<file path="src/sv/sfpm_pkg.sv">
package sfpm_pkg;

  localparam int DATA_W  = 64;
  localparam int DIGIT_W = 16;
  localparam int FRAC_W  = 7;

  localparam logic [FRAC_W-1:0] FRAC_RESET = 7'd32;

  typedef struct packed {
    logic valid;
    logic neg;
  } cell_ctl_t;

endpackage

</file>
<file path="src/sv/sfpm_cell.sv">
module sfpm_cell #(
  parameter int OPERAND_WIDTH = 64,
  parameter int B_W           = 64,
  parameter int IDX           = 0
) (
  input  logic                         clk,
  input  logic                         rst_n,
  input  sfpm_pkg::cell_ctl_t          ctl_in,
  input  logic [OPERAND_WIDTH-1:0]     a_in,
  input  logic [B_W-1:0]               b_in,
  input  logic [2*OPERAND_WIDTH-1:0]   acc_in,
  output logic                         ready_in,
  input  logic                         ready_out,
  output sfpm_pkg::cell_ctl_t          ctl_out,
  output logic [OPERAND_WIDTH-1:0]     a_out,
  output logic [B_W-1:0]               b_out,
  output logic [2*OPERAND_WIDTH-1:0]   acc_out
);
  import sfpm_pkg::*;

  localparam int SHIFT = IDX * DIGIT_W;
  localparam int ACC_W = 2 * OPERAND_WIDTH;

  cell_ctl_t                         ctl_r;
  logic [OPERAND_WIDTH-1:0]          a_r;
  logic [B_W-1:0]                    b_r;
  logic [ACC_W-1:0]                  acc_r;
  logic [ACC_W-1:0]                  acc_nxt;
  logic [OPERAND_WIDTH+DIGIT_W-1:0]  part;

  assign ready_in = !ctl_r.valid || ready_out;

  // one 16-bit digit of the multiplier per cell
  assign part    = a_in * b_in[SHIFT +: DIGIT_W];
  assign acc_nxt = acc_in + (ACC_W'(part) << SHIFT);

  always_ff @(posedge clk) begin
    if (!rst_n) begin
      ctl_r <= '0;
    end else if (ready_in) begin
      ctl_r <= ctl_in;
    end
  end

  always_ff @(posedge clk) begin
    if (ready_in) begin
      a_r   <= a_in;
      b_r   <= b_in;
      acc_r <= acc_nxt;
    end
  end

  assign ctl_out = ctl_r;
  assign a_out   = a_r;
  assign b_out   = b_r;
  assign acc_out = acc_r;

endmodule

</file>
<file path="config.mk">
export PLATFORM = sky130hd
export DESIGN_NAME = sfpm_cell
export DESIGN_NICKNAME = d
export VERILOG_FILES = /design/src/sv/sfpm_pkg.sv /design/src/sv/sfpm_cell.sv
export SDC_FILE = /design/constraint.sdc
export NUM_CORES = 2
export LEC_CHECK = 0
export ABC_AREA = 1
export BUFFER_PORTS_ARGS = -buffer_cell sky130_fd_sc_hd__buf_2
export CELL_PAD_IN_SITES_DETAIL_PLACEMENT = 2
export CELL_PAD_IN_SITES_GLOBAL_PLACEMENT = 2
export CORE_AREA = 8 8 363 365
export CTS_CLUSTER_DIAMETER = 100
export CTS_CLUSTER_SIZE = 30
export DETAILED_ROUTE_END_ITERATION = 6
export DIE_AREA = 0 0 371 373
export PLACE_DENSITY_LB_ADDON = 0.3
export SLEW_MARGIN = 20
export SYNTH_ARGS = -nofsm -noshare
export SYNTH_HDL_FRONTEND = slang
export SYNTH_SLANG_ARGS = --single-unit
</file>
<file path="constraint.sdc">
create_clock -name clk -period 16.05 [get_ports clk]
set_clock_uncertainty 0.05 [all_clocks]
set_input_delay 3.21 -clock clk [delete_from_list [all_inputs] [get_ports clk]]
set_output_delay 3.21 -clock clk [all_outputs]
set_load 0.03 [all_outputs]
</file>
Yosys cells after proc, flatten, opt, wreduce, memory -nomap -nowiden. Index checks and enable logic that the tools add are counted.

Add/subtract/negate cells: 1. $mul: 1. Reductions and logical operators: 2.

Operators with widths (count): 128-bit by 80-bit adder with 128-bit output (1); 64-bit by 16-bit multiplier with 80-bit output (1); 1-bit zero test (1); 1-bit logical OR (1).

Register bits after elaboration: 258. Output and inout bits: 259.

Logic depth before layout (Yosys ltp).
Word-level depth: 2. Depth in mapped cells: 31. Gate-level depth less buffers: 29.

Worst setup path after synthesis. OpenSTA, ideal clock, no wires.

Kind: input to output. Start: input port ready_out. End: output port ready_in. Arrival time: 8.367 ns. Path slack: 4.423 ns. Cell stages on the path: 2. Buffers on the path: 0. Path through: nor2_1 inv_1.

Word-level cells in the longest chain between the ends: 1.

RTL lines: from (decl) (RTL line sfpm_cell.sv:13) `input logic ready_out,`; 1-bit logical OR (RTL line sfpm_cell.sv:31) `assign ready_in = !ctl_r.valid || ready_out;`; to (decl) (RTL line sfpm_cell.sv:12) `output logic ready_in,`.

Every way passes these cells.

Worst setup path after layout.
Start: input port b_in[1]. End: register acc_r[57], in the netlist acc_out[57] (data pin).

Word-level cells in the longest chain between the ends: 2.

RTL lines: from (decl) (RTL line sfpm_cell.sv:10) `input logic [B_W-1:0] b_in,`; 64-bit by 16-bit multiplier with 80-bit output (RTL line sfpm_cell.sv:34) `assign part = a_in * b_in[SHIFT +: DIGIT_W];`; 128-bit by 80-bit adder with 128-bit output (RTL line sfpm_cell.sv:35) `assign acc_nxt = acc_in + (ACC_W'(part) << SHIFT);`; via acc_nxt[57] (RTL line sfpm_cell.sv:28) `logic [ACC_W-1:0] acc_nxt;`; to (signal assigned) (RTL line sfpm_cell.sv:49) `acc_r <= acc_nxt;`; to (decl) (RTL line sfpm_cell.sv:27) `logic [ACC_W-1:0] acc_r;`.

The timed path passes the listed nets, and every way through them passes these cells. A chain may end at the register's enable or synchronous reset.

==> impl_summary.txt <==
----------------------------------------------------
[Global route]
  Antenna violations before repair ... 7
  First-pass GRT wire length ... 323000 um
  Vias in the first global route ... 51623
  Pin count of the biggest net entering global routing ... 66
  Sum of overflow across all layers after global routing ... 0
  Combined global-route utilization of all metal layers ... 31.0%

[Logic synthesis]
  Seq cells post-synth ... 258
  Average cell area after synthesis ... 7.62 sq um
  Distinct cells, synth ... 34
  Fraction of the mapped netlist area in compound gates ... 1.14%
  Share of synthesized area spent on multiplexers ... 0%
  Syn. warnings ... 0
  Number of nets in the synthesized netlist ... 7774
  Post-Synthesis Cell Area ... 0.0488 sq mm
  Synthesized instance count ... 6409
  Post-synthesis simple-gate area fraction ... 21.2%
  Xor/xnor share of the synthesized area ... 1.13%
  Share of the yosys chip area belonging to registers ... 15.8%
  Dominant combinational cell family by area after synthesis ... adder cells
  Adder-cell share of the synthesized area ... 42.9%

[Timing]
  Tightest Pin Transition ... 1.10 ns
  Aggregate negative setup slack ... 0 ns
  Final period demand of the worst path ... 10.57 ns
  Maximum clock rate ... 94.6 MHz
  Worst slew margin ... 26.6%
  Worst path setup slack after routing ... 5.48 ns
  Final count of hold timing violations ... 0
  Count of final setup violators ... 0
  RSZ-0062 raised after global routing ... no
  Final clock period utilization by the worst path ... 65.9%
  Final Max Tran Viols ... 0

[Worst setup path]
  Critical path cell sequence ... buf_2 -> buf_4 -> nand2_1 -> fa_1 -> inv_1 -> fa_1 -> inv_1 -> fa_1 -> inv_1 -> fa_1 -> fa_1 -> inv_1 -> fa_1 -> inv_1 -> ha_1 -> nand2_1 -> nor2_1 -> nand2_1 -> nor2_1 -> nand3_1 -> nand2_1 -> xor2_1
  Req. time, crit path ... 16.37 ns
  Kind of cell adding the most delay to the critical path ... adder cells
  Capturing instance or port of the critical path ... acc_out[57]
  Type of origin of the critical path ... input port
  Critical path type ... in2reg
  Crit path depth ... 22
  Kind of end point of the critical path ... flop
  Worst path arrival time ... 10.90 ns
  Count of buffering cells on the critical path with inverters included ... 7
  CP max-delay cell ... buf_4
  Reg2reg path depth ... 6
  Worst setup startpoint ... b_in[1]
  Destination of the worst register-to-register timing path ... a_out[45]
  Cell with the most instances on the worst path ... fa_1
  Flop2flop setup slack ... 12.30 ns
  Crit-path max cell delay ... 0.75 ns
  Crit Path Max Fanout ... 44
  Crit Reg-Reg Startpoint ... ctl_out[1]

[Placed design]
  Minimum setup slack after placement ... 5.04 ns
  Half-perimeter wire length after detailed placement ... 175000 um
  Number of I/O port buffers ... 519
  Routability cong. ... 0.967

[Clocking]
  Clock network latency to the later pin of the worst-skew pair ... 0.64 ns
  Root cell of the clock tree ... clkbuf_16
  Hold-fix buffer count after cts ... 0
  Total number of H-tree levels ... 1
  Quantity of gates resized following cts ... 0
  Max clock buf depth ... 3
  CTS buffer count ... 24
  TritonCTS clock tree ... yes
  Clock tree sinks ... 258
  Worst-path clk slew ... 0.11 ns
  Post CTS Setup Buffer Count ... 0

[Finish]
  Layout fillers ... 14821
  Share of final-layout standard cells stronger than drive strength 1 ... 10.5%
  Final standard cell utilization of the core ... 42.5%
  Area of all sequential standard cells ... 0.00773 sq mm
  Area taken by multi-input logic gates ... 0.0324 sq mm
  Final Net Count ... 8097
  Area growth from synthesis to layout ... 9.98%

[Detailed routing]
  Routed via count ... 42589
  DRT iter0 DRCs ... 2248
  WL/cell ... 25.5 um
  TritonRoute pass-1 iters ... 5
  Total wire length ... 214000 um
  Number of nets still failing antenna checks after routing ... 0
  Residual DRC count ... 0
  Via density ... 5.06

[Die]
  Number of ports placed on the die boundary ... 520
  Width of the die ... 371 um
  Overall die area ... 0.138 sq mm
  Core region area ... 0.126 sq mm
  Die Span Y ... 373 um
  Number of cell rows ... 131
  Starting density of the core ... 38.6%

[Job]
  Maxcap violations ... 0

[Min path]
  Worst hold-check path type ... reg2reg

[Outcome]
  Status ... finished clean

----------------------------------------------------
cell families after synthesis:
family                     after synthesis
DFF                                    258
buffers and inverters                 2322
xor gates and xnor gates                63
AOI/OAI and AO/OA                      103
and+or+nand+nor                       2559
adders and majority gates             1104
worst min path at each step:
stage	end	depth (start not counted)	slack [ns]	from
2_1_floorplan	ctl_out[0]	2	0.56	ctl_out[0]
3_3_place_gp	ctl_out[0]	2	0.41	ctl_out[0]
3_5_place_dp	ctl_out[0]	2	0.43	ctl_out[0]
4_1_cts	ctl_out[0]	2	0.45	ctl_out[0]
5_1_grt	ctl_out[0]	2	0.48	ctl_out[0]
6_report	ctl_out[0]	2	0.45	ctl_out[0]
cells in the mapped netlist:
library cell  count  area share [%]
nand2_1        2074              16
inv_1          2065              16
fa_1            946              39
edfxtp_1        256              16
clkbuf_1        203             1.6
nor2_1          186             1.4
ha_1            158             4.1
nand3_1         113             1.2
a21oi_1          62            0.64
xor2_1           62             1.1
nor2_2           47            0.60
nand4_1          41            0.53
buf_1            37            0.28
nand2_2          35            0.45
nor3_1           19            0.19
o21ai_0          18            0.18
inv_2            15            0.12
nor3_2           10            0.21
o21bai_1         10            0.15
nand3_2           9            0.18
o21ai_1           8           0.082
nor2_4            7            0.16
nor4_2            7            0.18
and2_1            5           0.064
nand3b_1          3           0.046
a21boi_0          2           0.031
clkinv_1          2           0.015
dfxtp_1           2           0.082
nor4_1            2           0.026
a21oi_2           1           0.018
and2_0            1           0.013
o211ai_1          1           0.015
o21a_1            1           0.015
xnor2_1           1           0.018
worst reg2reg max path, delay by kind of cell (launching register included):
family                 cells  cell delay [ns]
buffers and inverters      5             2.76
and+or+nand+nor            1             0.10
DFF                        1             0.33
placed cells by master, fill, tap and decap left out, types with 27 or more instances in the layout:
master | synthesis | layout
inv_1 | 2065 | 2064
nor2_2 | 47 | 47
nand3_1 | 113 | 113
a21oi_1 | 62 | 62
edfxtp_1 | 256 | 256
ha_1 | 158 | 158
nand2_1 | 2074 | 2074
nand4_1 | 41 | 41
nand2_2 | 35 | 35
buf_4 | 0 | 27
xor2_1 | 62 | 62
buf_2 | 0 | 510
nor2_1 | 186 | 186
fa_1 | 946 | 946
through the flow:
step | area (sq um) | instances | hold slack (ns)
floorplan | 48800 | 6409 | 0.560
global placement | 52700 | 8368 | 0.411
detailed placement | 52700 | 8368 | 0.427
CTS | 53700 | 8412 | 0.452
global route | 53700 | 8413 | 0.480
finish | 53700 | 8416 | 0.447
flip-flops by register name, summed over array words and instances (netlist names):
signal / cells
a_out: 64
b_out: 64
acc_out: 128
ctl_out: 2
cell type report:
cell class                 instances  share of cell area (%)
tap                             1662                    3.87
inverter                        2082                    14.6
clock inverter                    19                   0.585
sequential                       258                    14.4
multi-input combinational       3829                    60.3
antenna                            4                  0.0186
timing repair buffer             537                    5.13
clock buffer                      25                    1.13
metal layers:
layer	global-route usage (%)	part of all wire [%]	up-vias
met3	3.99	5.0	526
met1	34.9	37	22232
li1	-	-	18413
met2	58.0	53	1414
met4	14.2	5.5	4
met5	0	0.013	-
Power is not shown: default switching activity piles up to over one toggle a cycle in this logic, so the estimate is an artifact.
